==> src/rtl/sss_pkg.sv <==
// Shared types and constants for the streaming substring search block.
// Depends on nothing; every file but sss_stream_if imports it.
`default_nettype none

package sss_pkg;

    // Configuration port geometry: five 64-bit registers at 8-byte strides.
    localparam int unsigned APB_DATA_W   = 64;
    localparam int unsigned APB_ADDR_W   = 6;
    localparam int unsigned REG_IDX_LSB  = 3;
    localparam int unsigned REG_IDX_W    = 3;
    localparam int unsigned LEN_REG_W    = 6;

    // The needle words hold a fixed 32 bytes.
    localparam int unsigned NEEDLE_BYTES = 32;
    localparam int unsigned NEEDLE_BITS  = NEEDLE_BYTES * 8;
    localparam int unsigned NEEDLE_IDX_W = 7;
    localparam int unsigned OFFSET_W     = 16;

    typedef logic [7:0] t_byte;

    typedef enum logic [REG_IDX_W-1:0] {
        REG_LENGTH = 3'd0,
        REG_WORD_A = 3'd1,
        REG_WORD_B = 3'd2,
        REG_WORD_C = 3'd3,
        REG_WORD_D = 3'd4
    } t_reg_addr;

    // One input beat: a buffer byte and its end-of-buffer mark.
    typedef struct packed {
        t_byte data_byte;
        logic  is_last;
    } t_in_beat;

    // One result beat, given at the end of each buffer.
    typedef struct packed {
        logic                found;
        logic [OFFSET_W-1:0] match_offset;
        logic                overflow;
    } t_out_beat;

    // Byte j of the packed needle; bytes past the held 32 read as zero.
    function automatic t_byte needle_byte(input logic [NEEDLE_BITS-1:0] needle,
                                          input logic [NEEDLE_IDX_W-1:0] idx);
        t_byte b;
        if (idx[NEEDLE_IDX_W-1:5] != '0) begin
            b = '0;
        end else begin
            b = needle[idx[4:0]*8 +: 8];
        end
        return b;
    endfunction

endpackage

`default_nettype wire

==> src/rtl/sss_stream_if.sv <==
// Valid/ready stream channel carrying one payload beat per transfer.
// Payload type comes from sss_pkg at the instantiation site.
`default_nettype none

interface sss_stream_if #(
    parameter type T = logic
);
    logic valid;
    logic ready;
    T     payload;

    modport source (output valid, output payload, input ready);
    modport sink   (input valid, input payload, output ready);
endinterface

`default_nettype wire

==> src/rtl/sss_cfg_regs.sv <==
// APB-style register file for the needle, plus the registered needle
// aligned to the window (byte k of the window faces needle byte len-1-k).
// Depends on sss_pkg.
`default_nettype none

module sss_cfg_regs
    import sss_pkg::*;
#(
    parameter int unsigned NEEDLE_MAX = 32,
    localparam int unsigned LW = $clog2(NEEDLE_MAX + 1)
) (
    input  wire logic                  i_clk,
    input  wire logic                  i_rst_n,
    input  wire logic                  psel,
    input  wire logic                  penable,
    input  wire logic                  pwrite,
    input  wire logic [APB_ADDR_W-1:0] paddr,
    input  wire logic [APB_DATA_W-1:0] pwdata,
    output logic      [APB_DATA_W-1:0] prdata,
    output logic                       pready,
    output logic      [LW-1:0]         o_len,
    output t_byte                      o_needle [NEEDLE_MAX],
    output logic      [NEEDLE_MAX-1:0] o_mask
);

    logic [LEN_REG_W-1:0]  r_len;
    logic [APB_DATA_W-1:0] r_word [4];
    t_reg_addr             reg_sel;
    logic                  wr_en;

    logic [LW-1:0]         r_len_eff;
    t_byte                 r_aligned [NEEDLE_MAX];
    logic [NEEDLE_MAX-1:0] r_mask;
    logic [LW-1:0]         n_len_eff;
    t_byte                 n_aligned [NEEDLE_MAX];
    logic [NEEDLE_MAX-1:0] n_mask;

    assign pready  = 1'b1;
    assign reg_sel = t_reg_addr'(paddr[REG_IDX_LSB +: REG_IDX_W]);
    assign wr_en   = psel && penable && pwrite && pready;

    // Register writes; indexes past the last register are ignored.
    always_ff @(posedge i_clk) begin
        if (!i_rst_n) begin
            r_len <= '0;
            for (int w = 0; w < 4; w++) begin
                r_word[w] <= '0;
            end
        end else if (wr_en) begin
            case (reg_sel)
                REG_LENGTH: r_len     <= pwdata[LEN_REG_W-1:0];
                REG_WORD_A: r_word[0] <= pwdata;
                REG_WORD_B: r_word[1] <= pwdata;
                REG_WORD_C: r_word[2] <= pwdata;
                REG_WORD_D: r_word[3] <= pwdata;
                default: ;
            endcase
        end
    end

    // Read-back mux.
    always_comb begin
        case (reg_sel)
            REG_LENGTH: prdata = APB_DATA_W'(r_len);
            REG_WORD_A: prdata = r_word[0];
            REG_WORD_B: prdata = r_word[1];
            REG_WORD_C: prdata = r_word[2];
            REG_WORD_D: prdata = r_word[3];
            default:    prdata = '0;
        endcase
    end

    // Clamp the length and lay the needle out in window order.
    always_comb begin
        logic [NEEDLE_IDX_W-1:0] len7;
        logic [NEEDLE_IDX_W-1:0] idx;
        logic [NEEDLE_BITS-1:0]  needle;
        needle = {r_word[3], r_word[2], r_word[1], r_word[0]};
        if ({1'b0, r_len} > NEEDLE_IDX_W'(NEEDLE_MAX)) begin
            len7 = NEEDLE_IDX_W'(NEEDLE_MAX);
        end else begin
            len7 = {1'b0, r_len};
        end
        n_len_eff = LW'(len7);
        for (int k = 0; k < NEEDLE_MAX; k++) begin
            n_mask[k] = NEEDLE_IDX_W'(k) < len7;
            idx       = len7 - NEEDLE_IDX_W'(k) - NEEDLE_IDX_W'(1);
            n_aligned[k] = n_mask[k] ? needle_byte(needle, idx) : '0;
        end
    end

    always_ff @(posedge i_clk) begin
        if (!i_rst_n) begin
            r_len_eff <= '0;
            r_mask    <= '0;
        end else begin
            r_len_eff <= n_len_eff;
            r_mask    <= n_mask;
        end
    end

    always_ff @(posedge i_clk) begin
        r_aligned <= n_aligned;
    end

    assign o_len    = r_len_eff;
    assign o_needle = r_aligned;
    assign o_mask   = r_mask;

endmodule

`default_nettype wire

==> src/rtl/substring_search_stream_top.sv <==
// Streaming first-occurrence substring search, top level.
// Depends on sss_pkg, sss_stream_if and sss_cfg_regs.
//
//   Port group   Dir    Beat / transfer             Accepted when
//   i_in         sink   data_byte, is_last          i_in.valid && i_in.ready
//   o_res        source found, match_offset, overflow o_res.valid && o_res.ready
//   APB          slave  needle_length, needle words psel && penable && pwrite
//
// One byte is taken every cycle while no last byte waits on an unread result.
// A byte is held in the input register and compared against the whole window;
// the buffer result enters the output register as the last byte moves on.
// i_rst_n is synchronous, active low, and needs no clearing pass.
// A stalled result holds only the last byte of the next buffer; other bytes
// keep flowing while the result waits.
`default_nettype none

module substring_search_stream_top
    import sss_pkg::*;
#(
    parameter int unsigned      NEEDLE_MAX = 32,
    parameter longint unsigned  BUFFER_MAX = 65536
) (
    input  wire logic                  i_clk,
    input  wire logic                  i_rst_n,
    sss_stream_if.sink                 i_in,
    sss_stream_if.source               o_res,
    input  wire logic                  psel,
    input  wire logic                  penable,
    input  wire logic                  pwrite,
    input  wire logic [APB_ADDR_W-1:0] paddr,
    input  wire logic [APB_DATA_W-1:0] pwdata,
    output logic      [APB_DATA_W-1:0] prdata,
    output logic                       pready
);

    localparam int unsigned LW = $clog2(NEEDLE_MAX + 1);
    localparam int unsigned PW = $clog2(BUFFER_MAX + 2);
    localparam int unsigned CW = (PW > OFFSET_W) ? PW : OFFSET_W;
    localparam logic [PW-1:0] POS_LIMIT = PW'(BUFFER_MAX);
    localparam logic [PW-1:0] POS_SAT   = PW'(BUFFER_MAX + 1);

    // Needle as the window sees it.
    logic [LW-1:0]         len;
    t_byte                 needle [NEEDLE_MAX];
    logic [NEEDLE_MAX-1:0] mask;

    sss_cfg_regs #(
        .NEEDLE_MAX (NEEDLE_MAX)
    ) u_cfg (
        .i_clk    (i_clk),
        .i_rst_n  (i_rst_n),
        .psel     (psel),
        .penable  (penable),
        .pwrite   (pwrite),
        .paddr    (paddr),
        .pwdata   (pwdata),
        .prdata   (prdata),
        .pready   (pready),
        .o_len    (len),
        .o_needle (needle),
        .o_mask   (mask)
    );

    // Input register.
    logic     r_s1_valid;
    t_in_beat r_s1;
    logic     s1_adv;
    logic     in_fire;

    // Search state.
    t_byte               r_win [NEEDLE_MAX];
    t_byte               n_win [NEEDLE_MAX];
    logic [PW-1:0]       r_pos;
    logic [PW-1:0]       n_pos;
    logic                r_seen;
    logic [OFFSET_W-1:0] r_off;
    logic                in_range;
    logic                win_eq;
    logic                hit;
    logic [OFFSET_W-1:0] hit_off;
    logic                seen_fin;
    logic [OFFSET_W-1:0] off_fin;

    // Output register.
    logic      r_out_valid;
    t_out_beat r_out;
    t_out_beat n_out;

    // A byte that ends no buffer always moves on; a last byte needs the
    // output register free or draining.
    assign s1_adv     = r_s1_valid && (!r_s1.is_last || !r_out_valid || o_res.ready);
    assign i_in.ready = !r_s1_valid || s1_adv;
    assign in_fire    = i_in.valid && i_in.ready;

    always_ff @(posedge i_clk) begin
        if (!i_rst_n) begin
            r_s1_valid <= 1'b0;
        end else if (i_in.ready) begin
            r_s1_valid <= i_in.valid;
        end
    end

    always_ff @(posedge i_clk) begin
        if (in_fire) begin
            r_s1 <= i_in.payload;
        end
    end

    // Window after the new byte is shifted in, and its compare.
    always_comb begin
        n_win[0] = r_s1.data_byte;
        for (int k = 1; k < NEEDLE_MAX; k++) begin
            n_win[k] = r_win[k-1];
        end
        win_eq = 1'b1;
        for (int k = 0; k < NEEDLE_MAX; k++) begin
            if (mask[k] && (n_win[k] != needle[k])) begin
                win_eq = 1'b0;
            end
        end
    end

    // Position, match latch and result fields.
    always_comb begin
        in_range = r_pos < POS_LIMIT;
        n_pos    = in_range ? r_pos + PW'(1) : POS_SAT;
        hit_off  = OFFSET_W'(CW'(n_pos) - CW'(len));
        hit      = in_range && (len != '0) && !r_seen && (CW'(n_pos) >= CW'(len)) && win_eq;
        seen_fin = r_seen || hit;
        off_fin  = hit ? hit_off : r_off;

        n_out.overflow = n_pos == POS_SAT;
        if (len == '0) begin
            n_out.found        = 1'b1;
            n_out.match_offset = '0;
        end else begin
            n_out.found        = seen_fin;
            n_out.match_offset = seen_fin ? off_fin : '0;
        end
    end

    always_ff @(posedge i_clk) begin
        if (!i_rst_n) begin
            r_pos  <= '0;
            r_seen <= 1'b0;
        end else if (s1_adv) begin
            if (r_s1.is_last) begin
                r_pos  <= '0;
                r_seen <= 1'b0;
            end else begin
                r_pos  <= n_pos;
                r_seen <= seen_fin;
            end
        end
    end

    always_ff @(posedge i_clk) begin
        if (s1_adv) begin
            r_off <= r_s1.is_last ? '0 : off_fin;
            if (in_range) begin
                r_win <= n_win;
            end
        end
    end

    // Result register: loaded at each last byte, cleared when taken.
    always_ff @(posedge i_clk) begin
        if (!i_rst_n) begin
            r_out_valid <= 1'b0;
        end else if (s1_adv && r_s1.is_last) begin
            r_out_valid <= 1'b1;
        end else if (o_res.ready) begin
            r_out_valid <= 1'b0;
        end
    end

    always_ff @(posedge i_clk) begin
        if (s1_adv && r_s1.is_last) begin
            r_out <= n_out;
        end
    end

    assign o_res.valid   = r_out_valid;
    assign o_res.payload = r_out;

    // A result that reports no match carries a zero offset.
    a_no_match_zero_off: assert property (@(posedge i_clk) disable iff (!i_rst_n)
        (r_out_valid && !r_out.found) |-> (r_out.match_offset == '0))
        else $error("result without match has nonzero offset");

    // The byte count never passes its saturation value.
    a_pos_bound: assert property (@(posedge i_clk) disable iff (!i_rst_n)
        r_pos <= POS_SAT)
        else $error("byte position beyond saturation");

    // Ending a buffer clears the search state and presents a result.
    a_last_clears: assert property (@(posedge i_clk) disable iff (!i_rst_n)
        (s1_adv && r_s1.is_last) |=> (r_pos == '0) && !r_seen && r_out_valid)
        else $error("search state not cleared at end of buffer");

    // A latched match always lies behind at least one counted byte.
    a_seen_has_pos: assert property (@(posedge i_clk) disable iff (!i_rst_n)
        r_seen |-> (r_pos != '0))
        else $error("match latched with empty position");

    // A last byte is never lost while an unread result blocks it.
    a_last_waits: assert property (@(posedge i_clk) disable iff (!i_rst_n)
        (r_s1_valid && r_s1.is_last && r_out_valid && !o_res.ready) |=> r_s1_valid)
        else $error("last byte dropped while result stalled");

endmodule

`default_nettype wire

==> src/flat_wrapper.sv <==
// flat-port wrapper written by rule: the top's interface ports become plain ports
module substring_search_stream_top_flat import sss_pkg::*;
#(
    parameter int unsigned      NEEDLE_MAX = 32,
    parameter longint unsigned  BUFFER_MAX = 65536
)
  (i_clk, i_rst_n, psel, penable, pwrite, paddr, pwdata, prdata, pready, i_in_valid, i_in_payload, i_in_ready, o_res_valid, o_res_payload, o_res_ready);
  sss_stream_if #(.T(t_in_beat)) i_in_i ();
  sss_stream_if #(.T(t_out_beat)) o_res_i ();
  input  wire logic i_clk;
  input  wire logic i_rst_n;
  input  wire logic psel;
  input  wire logic penable;
  input  wire logic pwrite;
  input  wire logic [APB_ADDR_W-1:0] paddr;
  input  wire logic [APB_DATA_W-1:0] pwdata;
  output logic      [APB_DATA_W-1:0] prdata;
  output logic pready;
  input wire logic [$bits(i_in_i.valid)-1:0] i_in_valid;
  input wire logic [$bits(i_in_i.payload)-1:0] i_in_payload;
  output wire logic [$bits(i_in_i.ready)-1:0] i_in_ready;
  output wire logic [$bits(o_res_i.valid)-1:0] o_res_valid;
  output wire logic [$bits(o_res_i.payload)-1:0] o_res_payload;
  input wire logic [$bits(o_res_i.ready)-1:0] o_res_ready;
  assign i_in_i.valid = i_in_valid;
  assign i_in_i.payload = i_in_payload;
  assign i_in_ready = i_in_i.ready;
  assign o_res_valid = o_res_i.valid;
  assign o_res_payload = o_res_i.payload;
  assign o_res_i.ready = o_res_ready;
  substring_search_stream_top #(.NEEDLE_MAX(NEEDLE_MAX), .BUFFER_MAX(BUFFER_MAX)) u_core (.i_clk(i_clk), .i_rst_n(i_rst_n), .i_in(i_in_i), .o_res(o_res_i), .psel(psel), .penable(penable), .pwrite(pwrite), .paddr(paddr), .pwdata(pwdata), .prdata(prdata), .pready(pready));
endmodule
==> config.mk <==
export PLATFORM = sky130hd
export DESIGN_NAME = substring_search_stream_top_flat
export DESIGN_NICKNAME = d
export VERILOG_FILES = /design/src/rtl/sss_pkg.sv /design/src/rtl/sss_stream_if.sv /design/src/rtl/sss_cfg_regs.sv /design/src/rtl/substring_search_stream_top.sv /design/src/flat_wrapper.sv
export SDC_FILE = /design/constraint.sdc
export NUM_CORES = 2
export LEC_CHECK = 0
export BUFFER_PORTS_ARGS = -buffer_cell sky130_fd_sc_hd__buf_2
export CAP_MARGIN = 0
export CORE_UTILIZATION = 57
export CTS_CLUSTER_SIZE = 12
export DETAILED_ROUTE_END_ITERATION = 8
export PLACE_DENSITY = 0.85
export SLEW_MARGIN = 20
export SYNTH_ARGS = -nofsm -noshare
export SYNTH_HDL_FRONTEND = slang
export SYNTH_HIERARCHICAL = 1
export SYNTH_SLANG_ARGS = --single-unit
==> constraint.sdc <==
create_clock -name i_clk -period 15.3 [get_ports i_clk]
set_clock_uncertainty 0.05 [all_clocks]
set_input_delay 3.06 -clock i_clk [delete_from_list [all_inputs] [get_ports i_clk]]
set_output_delay 3.06 -clock i_clk [all_outputs]
set_load 0.01 [all_outputs]
==> results.toml <==
[synthesis]
synth_ff_type = "edfxtp_1"
syn_area_sq_um = 47200
async_flop_share = 0
avgSynthCellArea_sq_um = 13.0
netlist_instances = 3644
ys_warn_count = 6
ys_ff_latch = 866
ys_seq_area_frac = 0.483
yosysUniqueCellTypes = 86
synth_edf_count = 547
syn_nets = 3759

[worst_setup_path]
arrival_ns = 5.66
timing.rr.end = "u_core/u_cfg/o_needle[240]$_SDFF_PP0_"
endpoint = "prdata[22]"
critPathMaxStageDelay_ns = 0.61
cp-start-kind = "input pin"
cp.required_ns = 12.19
crit_path_end_kind = "output port"
cp_max_fo = 58
critPathSlowestCell = "buf_4"
path_common_cell = "buf_2"
critical_path_class = "in2out"
startpoint = "paddr[3]"
r2r-start = "u_core/u_cfg/r_len[5]$_SDFFE_PN0P_"
r2r_cells = 12
worst-r2r-setup-slack_ns = 9.41
path_cells = "buf_2 -> nor2b_1 -> and2_2 -> buf_4 -> a22oi_1 -> nand2_1 -> buf_2"

[power]
power_density_nw_per_um2 = 103
leakage_nw = 18.5
p_total_mw = 5.36
vdd_ir_drop_max_v = 0.0000923

[floorplanning]
num_rows = 105
die_area_sq_um = 84000
num_io_pins = 171
die-width_um = 290
initial_utilization = 0.576
coreArea_sq_um = 82000
die_h_um = 290

[routing]
vias = 35100
wl_um = 192000
drc = 0
vias_per_cell = 7.17
dr.first_iter.drc_count = 5049
dr.pass1.iters = 7
postRouteAntennaNets = 0
wl_per_cell_um = 39.2

[clock_tree]
cts_resized = 0
clock_latency_ns = 0.68
cts_root_buf = "clkbuf_16"
htree_num_levels = 3
cts_tree = "yes"
clk_path_buf_depth = 3
clock_sinks = 866
holdBufCountCts = 0
path_clk_slew_ns = 0.06
cts_inserted_buffers = 91
cts_setup_buffers = 0

[final_layout]
layout-drive-gt1-share = 0.192
nets = 3850
area_growth_pct = 10.2
fin_area_sq_um = 52000

[timing]
slew_viol_final = 0
finalCritPeriodShare = 0.573
hold_ws_ns = 0.416
period_needed_ns = 8.77
setup_viol = 0
rsz0062_at_grt = "no"
fmax_mhz = 114
worstMarginPinSlew_ns = 1.27
relSlewSlack = 0.151
setup-tns-final_ns = 0
final_hold_viol_count = 0

[global_route]
grt_pass1_vias = 33000
grt_pass1_wl_um = 262000
grtUsageTotal = 0.454
globalRouteOverflowTotal = 0
grt_max_degree = 175
antenna_found_initial = 16

[hold_path]
hold_path.class = "reg2reg"
hp-start = "u_core/n_win[111]$_DFFE_PP_"
holdPathStages = 0

[place]
dpl.hpwl_um = 148000
portBuffers = 166
placedInstanceArea_sq_um = 49100
gp_congestion = 1.13

[flow_run]
maxCapViolations = 0

[status]
status = "complete, no violations"
## layer usage
layer / vias to the layer above / share of wire / GRT usage
li1: 14300 / - / -
met1: 17700 / 0.36 / 0.571
met2: 2551 / 0.42 / 0.649
met3: 501 / 0.12 / 0.150
met4: 8 / 0.092 / 0.345
met5: - / 0.00032 / 0
## worst min path at each step
stage / endpoint / slack [ns]
3_5_place_dp: u_core/n_win[220]$_DFFE_PP_ / 0.41
4_1_cts: u_core/n_win[180]$_DFFE_PP_ / 0.41
6_report: u_core/n_win[103]$_DFFE_PP_ / 0.42
3_3_place_gp: u_core/n_win[51]$_DFFE_PP_ / 0.40
2_1_floorplan: u_core/n_win[0]$_DFFE_PP_ / 0.40
5_1_grt: u_core/n_win[180]$_DFFE_PP_ / 0.42
## placed cells by master (no fill, tap or decap), drive strengths merged, types with 12 or more instances in the layout
cell type / n
or3: 12
nand4: 77
xnor2: 273
o21ai: 69
nor2: 84
a22oi: 142
clkbuf: 141
o31ai: 33
a21oi: 71
a32o: 35
xor2: 12
diode: 12
o22ai: 19
a22o: 185
o21a: 21
nor3: 16
mux4: 266
a31oi: 12
edfxtp: 547
clkinv: 18
mux2i: 488
mux2: 30
nand2: 186
buf: 236
nand2b: 12
nor2b: 47
dfxtp: 319
and2: 272
nand3: 36
ha: 28
inv: 36
## final cells by class
type                       instances  area, sq um
tap                             1070         1340
multi-input combinational       2506        23400
inverter                          33          134
fill                            6209        30000
antenna                           12         30.0
timing repair buffer             237         1390
clock buffer                     140         2570
clock inverter                    27          314
sequential                       866        22800
## where the power goes
| group | switching (mW) | leakage, nW | internal (mW) |
|---|---|---|---|
| Sequential | 0.0847 | 7.75 | 2.56 |
| Combinational | 0.371 | 9.39 | 0.181 |
| Clock | 0.939 | 1.39 | 1.22 |
| Total | 1.39 | 18.5 | 3.96 |
## cell usage after synthesis (19+ instances only)
library cell / instances / area, sq um
nor2b_1: 46 / 288
mux4_2: 266 / 5990
a22o_1: 185 / 1620
buf_1: 33 / 124
mux2i_1: 488 / 4880
and2_1: 271 / 1700
o21ai_0: 59 / 295
buf_2: 45 / 225
nand3_1: 36 / 180
edfxtp_1: 547 / 16400
o31ai_1: 24 / 180
nand2_1: 185 / 694
buf_4: 26 / 195
mux2_2: 27 / 304
dfxtp_1: 319 / 6390
o21a_1: 21 / 158
o22ai_1: 19 / 119
nand4_1: 76 / 475
a21oi_1: 68 / 340
a22oi_1: 141 / 1060
ha_1: 28 / 350
nor2_1: 84 / 315
inv_1: 27 / 101
clkbuf_1: 120 / 450
a32o_1: 35 / 350
xnor2_1: 270 / 2360
## metrics by stage
| stage | util | cells | setup WS, ns |
|---|---|---|---|
| finish | 0.635 | 4891 | 6.53 |
| detailed placement | 0.598 | 4711 | 6.72 |
| CTS | 0.634 | 4878 | 6.72 |
| global placement | 0.598 | 4711 | 6.74 |
| floorplan | - | 3644 | 0.557 |
| global route | 0.634 | 4884 | 6.47 |
## sequential cells by signal (all words and copies together) (netlist names)
name / cells
u_core/r_pos: 17
u_core/o_res.valid: 1
u_core/r_s1_valid: 1
u_core/u_cfg/r_word: 256
u_core/r_seen: 1
u_core/u_cfg/o_mask: 31
u_core/n_win: 256
u_core/u_cfg/o_len: 6
u_core/o_res.payload: 18
u_core/r_off: 16
u_core/r_s1: 1
u_core/u_cfg/r_len: 6
u_core/u_cfg/o_needle: 256
## cells by family after synthesis
group,Yosys count,synth area share
adders and majority gates,29,0.00784
muxes,784,0.238
and+or+nand+nor,776,0.0890
AOI/OAI and AO/OA,631,0.102
buffers and inverters,272,0.0273
DFF,866,0.483
other,1,0.0000794
xor gates and xnor gates,285,0.0536
## worst max-delay path: cells and delay by family
kind,cells,cell delay (ns)
compound gates,1,0.21
buf+inv,3,1.06
simple gates,3,1.21
Power figures use the tool's default switching activity.
